===== config.mk =====
export PLATFORM = sky130hd
export DESIGN_NAME = escape_framed_byte_deframer_flat
export DESIGN_NICKNAME = d
export VERILOG_FILES = /design/src/rtl/core/efbd_pkg.sv /design/src/rtl/core/efbd_if.sv /design/src/rtl/core/efbd_ram.sv /design/src/rtl/core/escape_framed_byte_deframer.sv /design/src/flat_wrapper.sv
export SDC_FILE = /design/constraint.sdc
export NUM_CORES = 1
export LEC_CHECK = 0
export BUFFER_PORTS_ARGS = -buffer_cell sky130_fd_sc_hd__buf_2
export CELL_PAD_IN_SITES_DETAIL_PLACEMENT = 0
export CELL_PAD_IN_SITES_GLOBAL_PLACEMENT = 1
export CORE_ASPECT_RATIO = 0.5
export CORE_UTILIZATION = 60
export CTS_CLUSTER_SIZE = 30
export DETAILED_ROUTE_END_ITERATION = 7
export PLACE_DENSITY = 0.86
export SLEW_MARGIN = 20
export SYNTH_ARGS = -nofsm -noshare
export SYNTH_HDL_FRONTEND = slang
export SYNTH_SLANG_ARGS = --single-unit

===== constraint.sdc =====
create_clock -name clk -period 9.28 [get_ports clk]
set_input_delay 1.392 -clock clk [delete_from_list [all_inputs] [get_ports clk]]
set_output_delay 1.392 -clock clk [all_outputs]
set_load 0.02 [all_outputs]

===== src/rtl/core/efbd_pkg.sv =====
package efbd_pkg;

    localparam int BYTE_W = 8;
    localparam int FRAME_MAX_DEFAULT = 64;

    // configuration port
    localparam int CFG_IDX_W = 1;
    localparam int CFG_DATA_W = 8;
    localparam logic [CFG_IDX_W-1:0] CFG_ESCAPE_CODE = 1'd0;
    localparam logic [CFG_IDX_W-1:0] CFG_START_CODE = 1'd1;

    localparam logic [BYTE_W-1:0] ESCAPE_CODE_RESET = 8'h48;
    localparam logic [BYTE_W-1:0] START_CODE_RESET = 8'h10;

endpackage


===== src/rtl/core/efbd_if.sv =====
interface efbd_rx_if;
    import efbd_pkg::*;

    logic              valid;
    logic              ready;
    logic [BYTE_W-1:0] rx_byte;

    modport source (output valid, output rx_byte, input ready);
    modport sink (input valid, input rx_byte, output ready);
endinterface

interface efbd_tx_if;
    import efbd_pkg::*;

    logic              valid;
    logic              ready;
    logic [BYTE_W-1:0] payload_byte;
    logic              frame_last;

    modport source (output valid, output payload_byte, output frame_last, input ready);
    modport sink (input valid, input payload_byte, input frame_last, output ready);
endinterface


===== src/rtl/core/efbd_ram.sv =====
module efbd_ram #(
    parameter int WIDTH = 8,
    parameter int DEPTH = 64,
    parameter int AW = (DEPTH > 1) ? $clog2(DEPTH) : 1
) (
    input  logic             clk,
    input  logic             wr_en,
    input  logic [AW-1:0]    wr_addr,
    input  logic [WIDTH-1:0] wr_data,
    input  logic             rd_en,
    input  logic [AW-1:0]    rd_addr,
    output logic [WIDTH-1:0] rd_data
);

    logic [WIDTH-1:0] mem [DEPTH];
    logic [WIDTH-1:0] rd_data_reg;

    always_ff @(posedge clk)
    begin
        if (wr_en)
        begin
            mem[wr_addr] <= wr_data;
        end
        // read data holds until the next read
        if (rd_en)
        begin
            rd_data_reg <= mem[rd_addr];
        end
    end

    assign rd_data = rd_data_reg;

endmodule


===== src/rtl/core/escape_framed_byte_deframer.sv =====
// the first byte of a frame reaches tx through the drain state, the frame ram read register
// and the tx register once the closing delimiter byte is accepted, then one byte per cycle while tx is ready
// throughput: one rx byte per cycle while parsing; rx stalls while a frame drains
// from the single-port-read frame ram
// reset: parser hunts for an escape, codes return to 0x48 and 0x10, tx is empty;
// frame ram contents are not cleared (only bytes of the current frame are read)
module escape_framed_byte_deframer #(
    parameter int FRAME_MAX = efbd_pkg::FRAME_MAX_DEFAULT
) (
    input  logic                             clk,
    input  logic                             rst_n,
    efbd_rx_if.sink                          rx,
    efbd_tx_if.source                        tx,
    input  logic                             cfg_we,
    input  logic [efbd_pkg::CFG_IDX_W-1:0]   cfg_index,
    input  logic [efbd_pkg::CFG_DATA_W-1:0]  cfg_data
);
    import efbd_pkg::*;

    localparam int AW = (FRAME_MAX > 1) ? $clog2(FRAME_MAX) : 1;
    localparam int CW = $clog2(FRAME_MAX + 1);
    localparam logic [CW-1:0] FILL_FULL = CW'(FRAME_MAX);

    typedef enum logic [4:0] {
        ST_HUNT      = 5'b00001,
        ST_HUNT_ESC  = 5'b00010,
        ST_FRAME     = 5'b00100,
        ST_FRAME_ESC = 5'b01000,
        ST_DRAIN     = 5'b10000
    } state_t;

    state_t            state_reg, state_next;
    logic [CW-1:0]     fill_count_reg, fill_count_next;
    logic [CW-1:0]     rd_ptr_reg, rd_ptr_next;
    logic [BYTE_W-1:0] escape_code_reg, start_code_reg;
    logic              ram_valid_reg, ram_valid_next;
    logic              ram_last_reg, ram_last_next;
    logic              tx_valid_reg, tx_valid_next;
    logic [BYTE_W-1:0] tx_byte_reg;
    logic              tx_last_reg;

    logic              rx_fire;
    logic              ram_wr_en;
    logic              ram_rd_en;
    logic [BYTE_W-1:0] ram_rd_data;
    logic              move;
    logic              is_escape, is_start;

    assign rx.ready  = (state_reg != ST_DRAIN);
    assign rx_fire   = rx.valid && rx.ready;
    assign is_escape = (rx.rx_byte == escape_code_reg);
    assign is_start  = (rx.rx_byte == start_code_reg);

    // ram output to tx register
    assign move = ram_valid_reg && (!tx_valid_reg || tx.ready);

    assign ram_rd_en = (state_reg == ST_DRAIN) && (rd_ptr_reg != fill_count_reg)
                       && (!ram_valid_reg || move);

    always_comb
    begin
        state_next      = state_reg;
        fill_count_next = fill_count_reg;
        rd_ptr_next     = rd_ptr_reg;
        ram_wr_en       = 1'b0;
        case (state_reg)
            ST_HUNT:
            begin
                if (rx_fire && is_escape)
                begin
                    state_next = ST_HUNT_ESC;
                end
            end
            ST_HUNT_ESC:
            begin
                if (rx_fire)
                begin
                    if (is_start)
                    begin
                        fill_count_next = '0;
                        state_next      = ST_FRAME;
                    end
                    else
                    begin
                        state_next = ST_HUNT;
                    end
                end
            end
            ST_FRAME:
            begin
                if (rx_fire)
                begin
                    if (is_escape)
                    begin
                        state_next = ST_FRAME_ESC;
                    end
                    else if (fill_count_reg >= FILL_FULL)
                    begin
                        fill_count_next = '0;
                        state_next      = ST_HUNT;
                    end
                    else
                    begin
                        ram_wr_en       = 1'b1;
                        fill_count_next = fill_count_reg + 1'b1;
                    end
                end
            end
            ST_FRAME_ESC:
            begin
                if (rx_fire)
                begin
                    // start test wins when both codes are equal
                    if (is_start)
                    begin
                        rd_ptr_next = '0;
                        state_next  = (fill_count_reg != '0) ? ST_DRAIN : ST_HUNT;
                    end
                    else if (is_escape && (fill_count_reg < FILL_FULL))
                    begin
                        ram_wr_en       = 1'b1;
                        fill_count_next = fill_count_reg + 1'b1;
                        state_next      = ST_FRAME;
                    end
                    else
                    begin
                        // loss of sync or overflow
                        fill_count_next = '0;
                        state_next      = ST_HUNT;
                    end
                end
            end
            ST_DRAIN:
            begin
                if (ram_rd_en)
                begin
                    rd_ptr_next = rd_ptr_reg + 1'b1;
                    if (rd_ptr_next == fill_count_reg)
                    begin
                        state_next = ST_HUNT;
                    end
                end
            end
            default:
            begin
                state_next = ST_HUNT;
            end
        endcase
    end

    always_comb
    begin
        ram_valid_next = ram_valid_reg;
        ram_last_next  = ram_last_reg;
        tx_valid_next  = tx_valid_reg;
        if (move)
        begin
            ram_valid_next = 1'b0;
        end
        if (ram_rd_en)
        begin
            ram_valid_next = 1'b1;
            ram_last_next  = ((rd_ptr_reg + 1'b1) == fill_count_reg);
        end
        if (move)
        begin
            tx_valid_next = 1'b1;
        end
        else if (tx.ready)
        begin
            tx_valid_next = 1'b0;
        end
    end

    always_ff @(posedge clk or negedge rst_n)
    begin
        if (!rst_n)
        begin
            state_reg       <= ST_HUNT;
            fill_count_reg  <= '0;
            rd_ptr_reg      <= '0;
            escape_code_reg <= ESCAPE_CODE_RESET;
            start_code_reg  <= START_CODE_RESET;
            ram_valid_reg   <= 1'b0;
            ram_last_reg    <= 1'b0;
            tx_valid_reg    <= 1'b0;
        end
        else
        begin
            state_reg      <= state_next;
            fill_count_reg <= fill_count_next;
            rd_ptr_reg     <= rd_ptr_next;
            ram_valid_reg  <= ram_valid_next;
            ram_last_reg   <= ram_last_next;
            tx_valid_reg   <= tx_valid_next;
            if (cfg_we)
            begin
                case (cfg_index)
                    CFG_ESCAPE_CODE: escape_code_reg <= cfg_data;
                    CFG_START_CODE:  start_code_reg  <= cfg_data;
                    default:
                    begin
                    end
                endcase
            end
        end
    end

    always_ff @(posedge clk)
    begin
        if (move)
        begin
            tx_byte_reg <= ram_rd_data;
            tx_last_reg <= ram_last_reg;
        end
    end

    assign tx.valid        = tx_valid_reg;
    assign tx.payload_byte = tx_byte_reg;
    assign tx.frame_last   = tx_last_reg;

    efbd_ram #(
        .WIDTH (BYTE_W),
        .DEPTH (FRAME_MAX),
        .AW    (AW)
    ) u_frame_ram (
        .clk     (clk),
        .wr_en   (ram_wr_en),
        .wr_addr (fill_count_reg[AW-1:0]),
        .wr_data (rx.rx_byte),
        .rd_en   (ram_rd_en),
        .rd_addr (rd_ptr_reg[AW-1:0]),
        .rd_data (ram_rd_data)
    );

    a_rd_in_frame: assert property (@(posedge clk) disable iff (!rst_n)
        ram_rd_en |-> (rd_ptr_reg < fill_count_reg))
        else $error("frame ram read beyond buffered bytes");

    a_fill_bound: assert property (@(posedge clk) disable iff (!rst_n)
        fill_count_reg <= FILL_FULL)
        else $error("fill count above frame size");

    a_drain_nonempty: assert property (@(posedge clk) disable iff (!rst_n)
        (state_reg == ST_DRAIN) |-> (fill_count_reg != '0))
        else $error("drain started on an empty frame");

    a_no_write_in_drain: assert property (@(posedge clk) disable iff (!rst_n)
        ram_wr_en |-> (state_reg != ST_DRAIN) && !ram_rd_en)
        else $error("frame ram written while draining");

    a_last_item_ends: assert property (@(posedge clk) disable iff (!rst_n)
        (ram_rd_en && ((rd_ptr_reg + 1'b1) == fill_count_reg)) |=> (state_reg == ST_HUNT))
        else $error("drain did not end after the final read");

endmodule


===== src/flat_wrapper.sv =====
// flat-port wrapper written by rule: the top's interface ports become plain ports
module escape_framed_byte_deframer_flat import efbd_pkg::*;
#(
    parameter int FRAME_MAX = efbd_pkg::FRAME_MAX_DEFAULT
)
  (clk, rst_n, cfg_we, cfg_index, cfg_data, rx_valid, rx_rx_byte, rx_ready, tx_valid, tx_payload_byte, tx_frame_last, tx_ready);
  efbd_rx_if rx_i ();
  efbd_tx_if tx_i ();
  input  logic clk;
  input  logic rst_n;
  input  logic cfg_we;
  input  logic [efbd_pkg::CFG_IDX_W-1:0] cfg_index;
  input  logic [efbd_pkg::CFG_DATA_W-1:0] cfg_data;
  input wire logic [$bits(rx_i.valid)-1:0] rx_valid;
  input wire logic [$bits(rx_i.rx_byte)-1:0] rx_rx_byte;
  output wire logic [$bits(rx_i.ready)-1:0] rx_ready;
  output wire logic [$bits(tx_i.valid)-1:0] tx_valid;
  output wire logic [$bits(tx_i.payload_byte)-1:0] tx_payload_byte;
  output wire logic [$bits(tx_i.frame_last)-1:0] tx_frame_last;
  input wire logic [$bits(tx_i.ready)-1:0] tx_ready;
  assign rx_i.valid = rx_valid;
  assign rx_i.rx_byte = rx_rx_byte;
  assign rx_ready = rx_i.ready;
  assign tx_valid = tx_i.valid;
  assign tx_payload_byte = tx_i.payload_byte;
  assign tx_frame_last = tx_i.frame_last;
  assign tx_i.ready = tx_ready;
  escape_framed_byte_deframer #(.FRAME_MAX(FRAME_MAX)) u_core (.clk(clk), .rst_n(rst_n), .rx(rx_i), .tx(tx_i), .cfg_we(cfg_we), .cfg_index(cfg_index), .cfg_data(cfg_data));
endmodule

* Word-level counts from Yosys, hierarchy flattened *
Memories as Yosys holds them, arrays and structs flattened. A register that Yosys moved wholly into a read port is not among the register bits.
Index checks and enable logic that the tools add are counted.

storage, ports and cells
  input bits = 22
  output and inout bits = 11
  memories kept = 1
  memory bits (writable) = 512
  word-level logic and storage cells = 94
  register bits = 47

operators by class
  equal/unequal tests = 21
  add/subtract/negate cells = 2
  $lt $le $gt $ge = 2
  bitwise operators = 1
  muxes and demuxes = 37
  reduce and logical (&&, ||, !) cells = 20

memories
  memory                  depth  width  rd ports  clocked after Yosys merged registers in  wr ports  line            RTL
  u_core.u_frame_ram.mem  64     8      1         1                                        1         efbd_ram.sv:15  logic [WIDTH-1:0] mem [DEPTH];

operator list
  kind                                                   count
  2-to-1 mux 7 bit                                       9
  2-to-1 mux 5 bit                                       10
  one-hot mux 5 bit (5 select lines)                     1
  one-hot mux 7 bit (3 select lines)                     1
  equality test 8 bit                                    2
  adder 7 x 1 -> 7 bit, second input constant            2
  inequality test 2 x 1 -> 1 bit, second input constant  7
  one-hot mux 7 bit (2 select lines)                     1
  AND reduction 7 bit                                    2
  2-to-1 mux 1 bit                                       12
  equality test 7 bit                                    1
  >= comparator 7 bit, second input constant             1
  < comparator 7 bit, second input constant              1
  inequality test 7 bit                                  1
  nonzero test 7 bit                                     1
  logical AND 1 bit                                      6
  2-to-1 mux 3 bit                                       2
  inequality test 2 bit, second input constant           3
  nonzero test 2 bit                                     3
  equality test 5 x 1 -> 1 bit, second input constant    1
  equality test 5 x 2 -> 1 bit, second input constant    1
  equality test 5 x 3 -> 1 bit, second input constant    1
  equality test 5 x 4 -> 1 bit, second input constant    1
  equality test 5 bit, second input constant             1
  9 further kinds                                        12

* Logic depth before layout (Yosys ltp) *
Gate-level depths: netlist (run 1).

  word-level depth = 8
  mapped depth = 10
  depth with buffers taken out = 7

* By module *
A second synthesis (run 1) with hierarchy kept.

second synthesis, totals
  cell total of the unflattened synthesis = 1,178
  area, all modules = 22,818.1 um^2

by module, submodules not included
  module                       seq. area each (um^2)  area each (um^2)  cells each  times used
  efbd_ram                     15,615.0               20,246.9          940         1
  escape_framed_byte_deframer  1,226.2                2,571.2           238         1

* Worst setup path before layout (run 1) *
Ideal clock, no wire load.

  kind = input port to flip-flop
  start = input rx_rx_byte[3]
  end = memory u_core.u_frame_ram.mem[52][0] (enable)
  buffers on the path = 1
  data required time = 8,885 ps
  library setup time = 395 ps
  data arrival time = 3,711 ps
  cell stages on the path = 7
  slack = 5,174 ps
  cells stage by stage = xor2_1 > nor4_1 > nand4_1 > o22ai_2 > nand2_2 > buf_2 > nor4_1

between the ends
  cells in the longest elaborated chain, start to end = 8
  elaborated cells between the ends (all ways) = 11
  those cells by class = eq/ne (2); mux (8); reduce/logical (1)

ends and longest elaborated chain
  element                                   line                                RTL
  from (decl)                               flat_wrapper.sv:15                  input wire logic [$bits(rx_i.rx_byte)-1:0] rx_rx_byte;
  equality test 8 bit                       escape_framed_byte_deframer.sv:51   assign is_escape = (rx.rx_byte == escape_code_reg);
  logical AND 1 bit                         escape_framed_byte_deframer.sv:119  else if (is_escape && (fill_count_reg < FILL_FULL))
  2-to-1 mux 1 bit                          escape_framed_byte_deframer.sv:119
  2-to-1 mux 1 bit                          escape_framed_byte_deframer.sv:114  if (is_start)
  2-to-1 mux 1 bit                          escape_framed_byte_deframer.sv:111  if (rx_fire)
  one-hot mux 1 bit (2 select lines) *      escape_framed_byte_deframer.sv:66   case (state_reg)
  2-to-1 mux 1 bit *                        efbd_ram.sv:20                      if (wr_en)
  2-to-1 mux 1 bit (implied by the code) *  efbd_ram.sv:22                      mem[wr_addr] <= wr_data;
  to (decl)                                 efbd_ram.sv:15

Mark *: on every way between the ends. The rest lies on a longest branch, timed or not.

* Worst setup path in the final report (run 1) *
  start = input rx_rx_byte[5]
  end = memory u_core.u_frame_ram.mem[7][1] (enable)

Same word-level chain as after synthesis.

==> results of run 1 <==
[worst max-delay path: stages]
cell     delay [ps]
buf_4           590
xor2_1          160
nor4_1          510
nand4_1         360
o22ai_2         710
nand2_2         100
buf_4           320
nor4_1          880
buf_4           290
[power by group through the flow]
| stage | combinational [mW] | clock (mW) | sequential, mW |
|---|---|---|---|
| 2_1_floorplan | 0.611 | 0 | 2.89 |
| 3_3_place_gp | 0.770 | 0 | 2.96 |
| 3_5_place_dp | 0.783 | 0 | 2.96 |
| 4_1_cts | 0.794 | 2.02 | 2.90 |
| 5_1_grt | 0.841 | 2.11 | 2.91 |
| 6_report | 0.798 | 2.00 | 2.90 |
[routing by layer]
layer / vias up / GRT usage, % / wire (µm)
met1: 6084 / 42.0 / 21300
li1: 4718 / - / -
met3: 83 / 7.09 / 6110
met5: - / 0 / 0
met2: 833 / 43.6 / 24900
met4: 0 / 6.63 / 1040
[stage by stage]
stage | total power [mW] | hold WS [ps]
2_1_floorplan | 3.50 | 400
3_3_place_gp | 3.73 | 404
3_5_place_dp | 3.74 | 405
4_1_cts | 5.72 | 421
5_1_grt | 5.86 | 429
6_report | 5.70 | 423
[cells in the mapped netlist, types with 4 or more instances]
cell and count:
nand2b_1 8, a22o_1 6, mux4_2 161, mux2_2 17, buf_1 8, xnor2_1 8, inv_1 11, dfrtp_1 34
xor2_1 19, dfstp_2 4, clkbuf_1 36, nand3_1 15, nor4_1 38, nand2_1 19, buf_2 20, mux2i_1 7
o21ai_0 13, a211oi_1 10, buf_6 6, a21oi_1 10, nor2b_1 12, nor2_1 48, nand4_1 7, and3_1 7
edfxtp_1 529, o211ai_1 4
[logic make-up (layout without fill, tap and decap cells)]
kind of cell | after synthesis | after routing | synth area share (%)
xor+xnor | 27 | 27 | 1.04
fa+ha+maj | 3 | 3 | 0.165
other cells | 0 | 1 | 0
compound gates | 69 | 69 | 2.17
buf+inv | 82 | 176 | 1.66
flops | 567 | 567 | 73.9
mux | 186 | 186 | 17.1
simple gates | 172 | 172 | 3.96
[worst min-delay path by stage]
stage                     slack [ps]                        end  cells past startpoint                          start
after floorplan                  400  u_core.tx.payload_byte[0]                      0  u_core.u_frame_ram.rd_data[0]
after global placement           400  u_core.tx.payload_byte[6]                      0  u_core.u_frame_ram.rd_data[6]
after detailed placement         400  u_core.tx.payload_byte[2]                      0  u_core.u_frame_ram.rd_data[2]
after CTS                        420  u_core.tx.payload_byte[5]                      0  u_core.u_frame_ram.rd_data[5]
after global routing             430  u_core.tx.payload_byte[4]                      0  u_core.u_frame_ram.rd_data[4]
final                            420  u_core.tx.payload_byte[5]                      0  u_core.u_frame_ram.rd_data[5]
[area by class of cell]
type                            count  area, µm²  share of cell area, %
Sequential cell                   567      16900                   67.1
Multi-Input combinational cell    457       5590                   22.2
Clock buffer                       60       1290                   5.13
Tap cell                          494        618                   2.46
Timing Repair Buffer               74        498                   1.98
Clock inverter                     30        239                  0.951
Inverter                           12       45.0                  0.179
Antenna cell                        1       2.50                0.00996
==> impl_results.md, run 1 <==
* Status: completed
* Top-area cell type share of the netlist area at 69.7%
* Number of buffers created by CTS at 48
* CP Class: input pin to flop
* Fin area at 25100 µm²
* DRC viols at 0
* Clock Skew at 26.5 ps
* Initial antenna violation count at 2
* CTS root buf: clkbuf_16
* R2R depth at 8
* Seq pwr share at 50.9%
* Final Max Slew Viols at 0
* CP max FO at 66
* Worst VDD drop at 0.187 mV
* Die Height at 140 µm
* Largest register by flop count: u_core.u_frame_ram.mem
* Crit path arrival time at 5340 ps
* Sequential area share after synthesis at 73.9%
* CTS Buffer Depth at 3
* Max Fclk at 198 MHz
* RSZ-0062 raised after global routing: false
* Final hold violations at 0
* Crit path required time at 9570 ps
* R2R setup slack at 5080 ps
* Hold-fix buffer count after cts at 0
* Post-Syn Area at 22800 µm²
* Drt pass-1 iters at 7
* Post-detail-place hpwl at 30.2 mm
* Die X at 278 µm
* H-tree Lvls at 2
* Area growth, synth to finish at 10.3%
* Pleak at 7.91 nW
* Final wirelength at 53.3 mm
* Comb pwr share at 14.0%
* Setup Viol. Count Final at 0
* CP endpoint: u_core.u_frame_ram.mem[7][1]
* Area leader, netlist: edfxtp_1
* Fin crit period at 5050 ps
* Vias in the first global route at 11500
* RD Place Congestion at 0.913
* Count of different cell masters after synthesis at 60
* Switch Pwr at 1.43 mW
* WL/cell at 31.4 µm
* Die area at 38800 µm²
* Nets at 1185
* MaxCap Viol Count at 0
* Commonest non-fill, non-tap cell in the layout: edfxtp_1
* IO buf count at 32
* Post-Layout Cell Count at 1695
* Gr usage total at 28.4%
* Largest net degree at the start of global routing at 99
* Gate Count Post-Synth at 1106
* Clock Power Share at 35.1%
* Final global-route overflow total at 0
* Power Dens Cells at 227 nW/µm²
* Worst setup SP type: input pin
* Antenna-violating nets left at 0
* Synthesized flop and latch total at 567
* Setup ws final at 4230 ps
* Vias per cell at 6.91
* Setup slack at placement at 3600 ps
* Synthesized Nets at 1131
* Fin util at 67.2%
* Synth top area cells: edfxtp_1 70%, mux4_2 16%, dfrtp_1 3.7%
* Type of element capturing the critical path: flop
* CTS tree: done
* Clk sinks at 567
* Synth Flop Type: edfxtp_1
* Most frequent cells in the layout: 529 x edfxtp_1, 161 x mux4_2, 50 x clkbuf_16
* Sw Share at 25.1%
* Post-CTS repair timing setup buffer count at 0
* CP startpoint: rx_rx_byte[5]
* First-pass GRT wire length at 79.2 mm
* Core ar. at 37400 µm²
* DR iter-0 viols at 1806
* Fraction of layout instances using a drive strength above 1 at 28.2%
* Slew @ Worst Pin at 1030 ps
* Post-Syn Area per Cell at 20.6 µm²
* Post-synth EDFFs at 529
* Starting Density at 60.9%
* Cts repair resizes at 0
* Filler cell count in the final layout at 2206
* Reg-to-Reg End: u_core.state_reg[2]
* Worst skew pair latency at 580 ps
* Int Power at 4.27 mW
* Placed cell area at 23600 µm²
* Reg clk slew, reported paths at 70 ps
* Period utilization at 54.4%
* Placed cells at 1604
* Vias post-DR at 11700
* Max reg flops at 512
* Max-slew headroom at 31.3%
* Total negative slack at 0 ps
* Yosys Warn Count at 0
* Reg2reg start: u_core.rd_ptr_reg[0]
* Hold Crit Class: flop to flop
* I/O pin cnt at 33
* FFs w/ async S/R, synth at 6.70%
* Std-Cell Rows at 50
(Power assumes the default switching activity.)
==> inputs of run 2 (changes only) <==
CORE_UTILIZATION = 56   (was 60)
PLACE_DENSITY = 0.81   (was 0.86)
clock period = 4.8 ns   (was 9.28 ns; I/O delays follow)
==> run 2 against run 1 <==
Net effect: utilization shrank 3.1 points; power grew 94%; setup slack lost 3000 ps; non-clock buffer count grew 15; count of clock-buffer cells in the layout is the same; sequential share of layout area shrank 0.45 points; design area grew 0.68%; largest power group unchanged.
==> impl_results.md, run 2 (synthesized netlist as in run 1, its figures left out) <==
* Max Fclk at 281 MHz
* Crit path arrival time at 3760 ps
* Worst setup SP type: flop
* Setup Viol. Count Final at 0
* Die area at 41600 µm²
* Critical path, cell by cell: nand2b_1, nor4_2, nand4_1, o22ai_2, buf_4, nand4_1, nor2_1
* Slew @ Worst Pin at 1040 ps
* Slowest cell on crit path: nor2_1
* Max reg flops at 512
* Clock Skew at 12.5 ps
* Filler cell count in the final layout at 2580
* Worst VDD drop at 0.248 mV
* Gr usage total at 25.6%
* Clk sinks at 567
* CTS root buf: clkbuf_16
* Core ar. at 39500 µm²
* Vias in the first global route at 11400
* Nets at 1200
* Fin util at 64.1%
* Fin area at 25300 µm²
* Final Max Slew Viols at 0
* Setup slack at placement at 758 ps
* Area growth, synth to finish at 11.0%
* Total negative slack at 0 ps
* CTS tree: done
* Period utilization at 74.0%
* Die X at 287 µm
* Die Height at 145 µm
* Final global-route overflow total at 0
* Number of buffers created by CTS at 48
* CP Class: flop to flop
* Largest register by flop count: u_core.u_frame_ram.mem
* Hold Crit Class: input pin to asynchronous set/reset pin
* Std-Cell Rows at 51
* Drt pass-1 iters at 5
* Final wirelength at 51.4 mm
* DRC viols at 0
* Peak per-stage delay on the critical path at 820 ps
* Commonest non-fill, non-tap cell in the layout: edfxtp_1
* Initial antenna violation count at 2
* Reg clk slew, reported paths at 70 ps
* CP max FO at 12
* Post-detail-place hpwl at 32.2 mm
* Status: completed
* Final hold violations at 0
* Type of element capturing the critical path: flop
* Cts repair resizes at 0
* Setup ws final at 1250 ps
* MaxCap Viol Count at 0
* WL/cell at 29.4 µm
* Power Dens Cells at 438 nW/µm²
* RD Place Congestion at 0.887
* H-tree Lvls at 2
* Vias per cell at 6.60
* Most frequent cells in the layout: 529 x edfxtp_1, 161 x mux4_2, 55 x buf_4
* Vias post-DR at 11500
* Hold-fix buffer count after cts at 0
* RSZ-0062 raised after global routing: false
* Reg2reg start: u_core.state_reg[1]
* Worst skew pair latency at 580 ps
* Crit path required time at 5000 ps
* I/O pin cnt at 33
* Pleak at 8.00 nW
* CTS Buffer Depth at 3
* Max-slew headroom at 30.4%
* First-pass GRT wire length at 75.7 mm
* CP startpoint: u_core.state_reg[1]
* Antenna-violating nets left at 0
* Cell mode on critical path: nand4_1
* IO buf count at 32
* Fraction of layout instances using a drive strength above 1 at 28.6%
* Starting Density at 57.7%
* Post-CTS repair timing setup buffer count at 0
* DR iter-0 viols at 1642
* Fin crit period at 3550 ps
* Largest net degree at the start of global routing at 66
* Placed cell area at 23700 µm²
==> run 2: worst paths after layout <==
kind	endpoint	slack (ps)	cells past startpoint
worst max-delay path	u_core.u_frame_ram.mem[30][4]	1250	7
worst min-delay path	u_core.escape_code_reg[7]	280	1
worst max register to register	u_core.u_frame_ram.mem[30][4]	1250	7
worst min register to register	u_core.tx.payload_byte[6]	450	0
max in group asynchronous	u_core.rd_ptr_reg[2]	3860	1
min in group clk	u_core.escape_code_reg[0]	400	2
==> run 2: final cells by class <==
class	instances	area (µm²)	share of cell area [%]
diodes	1	2.50	0.00989
repair buffers	89	613	2.42
inverters	12	45.0	0.178
clock inverters	30	256	1.01
well taps	530	663	2.62
multi-input cells	457	5570	22.0
flip-flops and latches	567	16900	66.6
clock buffers	60	1300	5.13
==> run 2: critical path, delay by kind of cell (launching register included) <==
family	cells	cell delay, ps
flops	1	500
simple gates	5	2280
buf+inv	1	220
compound gates	1	170
==> run 2: stage by stage <==
step	instances	power [mW]	hold slack [ps]
6_report	1746	11.1	275
3_3_place_gp	1655	7.26	425
5_1_grt	1745	11.4	339
4_1_cts	1745	11.1	289
2_1_floorplan	1106	6.76	400
3_5_place_dp	1655	7.29	419
==> run 2: where the power goes <==
group | switching [mW] | total, mW | internal (mW)
logic | 0.825 | 1.56 | 0.739
clock network | 1.74 | 3.89 | 2.14
registers | 0.181 | 5.64 | 5.46
total | 2.75 | 11.1 | 8.34
==> run 2: layer usage <==
layer	up-vias	global-route usage (%)	part of all wire, %
met5	-	0	0.025
met4	2	5.38	1.8
met3	75	7.16	11
met2	635	38.2	45
met1	6053	38.1	42
li1	4755	-	-
==> inputs of run 3 (changes only) <==
ABC_AREA = 1   (was not set)
CORE_UTILIZATION = 51   (was 56)
PLACE_DENSITY = 0.8   (was 0.81)
clock period = 3.6 ns   (was 4.8 ns; I/O delays follow)
==> run 3 against run 2 <==
Net effect: synthesized cell count up 81%; hold slack worse by 200 ps; count of clock-buffer cells in the layout up 1; via count up 36%; design area up 2.2%; clock skew up 6.1 ps; setup slack worse by 770 ps; flip-flop and latch count unchanged; utilization down 7.1 points; sequential share of layout area down 1.4 points; maximum frequency up 14%; synthesized area up 3.2%; critical path type unchanged; critical endpoint is now u_core.u_frame_ram.mem[62][6].
==> impl_results.md, run 3 <==
* Status: completed
* Crit path arrival time at 3340 ps
* Fin area at 25800 µm²
* Critical path, cell by cell: xnor2_1, nand2_1, nor2_1, nand2_1, nand2_1, nand2_2, nor2_4, nand3_4, nor2_1
* Yosys Warn Count at 0
* Seq pwr share at 55.3%
* Number of buffers created by CTS at 50
* CP max FO at 9
* Sw Share at 22.7%
* Starting Density at 51.9%
* Clock Skew at 18.6 ps
* Die Height at 154 µm
* Power Dens Cells at 515 nW/µm²
* Top post-synthesis cells by count: 529 x edfxtp_1, 354 x nor2_1, 298 x nand2_1
* Met3 WL post-DR at 7.32 mm
* Reg clk slew, reported paths at 70 ps
* Final hold violations at 0
* Die X at 306 µm
* DRC viols at 0
* Clock Power Share at 39.6%
* CTS root buf: clkbuf_16
* H-tree Lvls at 2
* Final wirelength at 63.1 mm
* Core ar. at 45300 µm²
* R2R setup slack at 480 ps
* Crit path required time at 3820 ps
* Post-Syn Area per Cell at 11.7 µm²
* Most frequent cells in the layout: 529 x edfxtp_1, 354 x nor2_1, 298 x nand2_1
* Type of element capturing the critical path: flop
* Die area at 47000 µm²
* CTS Buffer Depth at 3
* RSZ-0062 raised after global routing: false
* Synthesized flop and latch total at 567
* Final global-route overflow total at 0
* Switch Pwr at 3.02 mW
* Vias post-DR at 15700
* Sequential area share after synthesis at 71.6%
* Post-detail-place hpwl at 38.3 mm
* Reg2reg start: u_core.start_code_reg[6]
* WL/cell at 23.9 µm
* Cell family contributing the most delay on the critical path: simple AND/OR/NAND/NOR gates
* WHS at 78.0 ps
* Final Max Slew Viols at 0
* Synthesized Nets at 2029
* Fin crit period at 3120 ps
* RD Place Congestion at 0.931
* I/O pin cnt at 33
* Largest register by flop count: u_core.u_frame_ram.mem
* Post-CTS repair timing setup buffer count at 0
* Vias in the first global route at 14800
* Clk sinks at 567
* Slowest cell on crit path: nor2_1
* Period utilization at 86.7%
* DR WL met2 at 26.7 mm
* Setup slack at placement at 126 ps
* Placed cells at 2548
* Fraction of layout instances using a drive strength above 1 at 8.62%
* Drt pass-1 iters at 6
* DR iter-0 viols at 2015
* Antenna-violating nets left at 0
* Max reg flops at 512
* Cts repair resizes at 0
* R2R depth at 9
* Initial antenna violation count at 2
* Synth Flop Type: edfxtp_1
* IO buf count at 32
* Std-Cell Rows at 55
* MaxCap Viol Count at 0
* Vias per cell at 5.96
* CTS tree: done
* Diodes inserted at 0
* Pleak at 8.92 nW
* Post-synth EDFFs at 529
* Slew @ Worst Pin at 954 ps
* Post-Syn Area at 23500 µm²
* Filler cell count in the final layout at 3622
* First-pass GRT wire length at 93.3 mm
* Total negative slack at 0 ps
* CP Class: flop to flop
* Top-area cell type share of the netlist area at 67.5%
* Met1 WL at 28.0 mm
* Nets at 2027
* Worst skew pair latency at 590 ps
* Setup Viol. Count Final at 0
* Max Fclk at 320 MHz
* Area leader, netlist: edfxtp_1
* Post-Layout Cell Count at 2640
* Seq. cell area at 16800 µm²
* Top layer in use: met4
* Gate Count Post-Synth at 2004
* Largest net degree at the start of global routing at 161
* Count leader, synth: edfxtp_1
* Synth top area cells: edfxtp_1 68%, o21ai_0 6.1%, nor2_1 5.6%
* Comb pwr share at 5.1%
* Gr usage total at 26.9%
* Placed cell area at 24300 µm²
* Int Power at 10.3 mW
* Worst VDD drop at 0.338 mV
* Reg-to-Reg End: u_core.u_frame_ram.mem[62][6]
* Cell mode on critical path: nand2_1
* FFs w/ async S/R, synth at 6.70%
* Worst setup SP type: flop
* Buffers & Inverters on Critical Path at 0
* Count of different cell masters after synthesis at 33
* Setup ws final at 479 ps
* Commonest non-fill, non-tap cell in the layout: edfxtp_1
* Max-slew headroom at 36.4%
* Hold-fix buffer count after cts at 0
* Area of the multi-input gates at 5980 µm²
* Hold Crit Class: input pin to asynchronous set/reset pin
* Peak per-stage delay on the critical path at 660 ps
* Area growth, synth to finish at 9.88%
==> run 3: area by class of cell <==
cell class / instances / share of cell area (%)
Clock buffer: 61 / 5.16
Clock inverter: 31 / 0.954
Inverter: 52 / 0.779
Multi-Input combinational cell: 1265 / 23.1
Sequential cell: 567 / 65.2
Tap cell: 598 / 2.89
Timing Repair Buffer: 66 / 1.90
==> run 3: worst max-delay path by stage <==
stage / depth (start not counted) / slack, ps / startpoint / to
5_1_grt: 9 / 240 / u_core.start_code_reg[2] / u_core.u_frame_ram.mem[28][4]
3_3_place_gp: 10 / 180 / rx_rx_byte[3] / u_core.u_frame_ram.mem[12][6]
2_1_floorplan: 7 / 1210 / rx_rx_byte[7] / u_core.u_frame_ram.mem[24][0]
3_5_place_dp: 10 / 130 / rx_rx_byte[7] / u_core.u_frame_ram.mem[62][7]
6_report: 9 / 480 / u_core.start_code_reg[6] / u_core.u_frame_ram.mem[62][6]
4_1_cts: 9 / 480 / u_core.start_code_reg[4] / u_core.u_frame_ram.mem[62][6]
==> run 3: per-layer routing <==
metal  global-route usage [%]  vias up
li1                         -     7159
met1                     40.5     7678
met2                     38.3      799
met3                     8.48       87
met4                     5.34        0
met5                        0        -
==> run 3: power groups by stage <==
stage / Sequential, mW / Clock, mW / Combinational [mW]
after detailed placement: 7.49 / 0 / 0.673
after floorplan: 7.44 / 0 / 0.410
after CTS: 7.35 / 5.28 / 0.674
after global placement: 7.49 / 0 / 0.683
final: 7.35 / 5.27 / 0.682
after global routing: 7.36 / 5.54 / 0.752
==> run 3: worst reg2reg max path, stage by stage (launching register included) <==
cell and delay (ps):
dfrtp_1 400, xnor2_1 140, nand2_1 70, nor2_1 270
nand2_1 180, nand2_1 120, nand2_2 70, nor2_4 430
nand3_4 420, nor2_1 670
==> run 3: metrics by stage <==
stage / power (mW) / util [%]
2_1_floorplan: 7.85 / -
3_3_place_gp: 8.17 / 53.5
3_5_place_dp: 8.16 / 53.5
4_1_cts: 13.3 / 57.0
5_1_grt: 13.7 / 57.0
6_report: 13.3 / 57.0
==> run 3: logic make-up after synthesis <==
family	Yosys count	synth area share [%]
fa+ha+maj	3	0.160
simple gates	819	14.8
xor+xnor	21	0.782
buf+inv	172	3.01
compound gates	422	9.70
flops	567	71.6
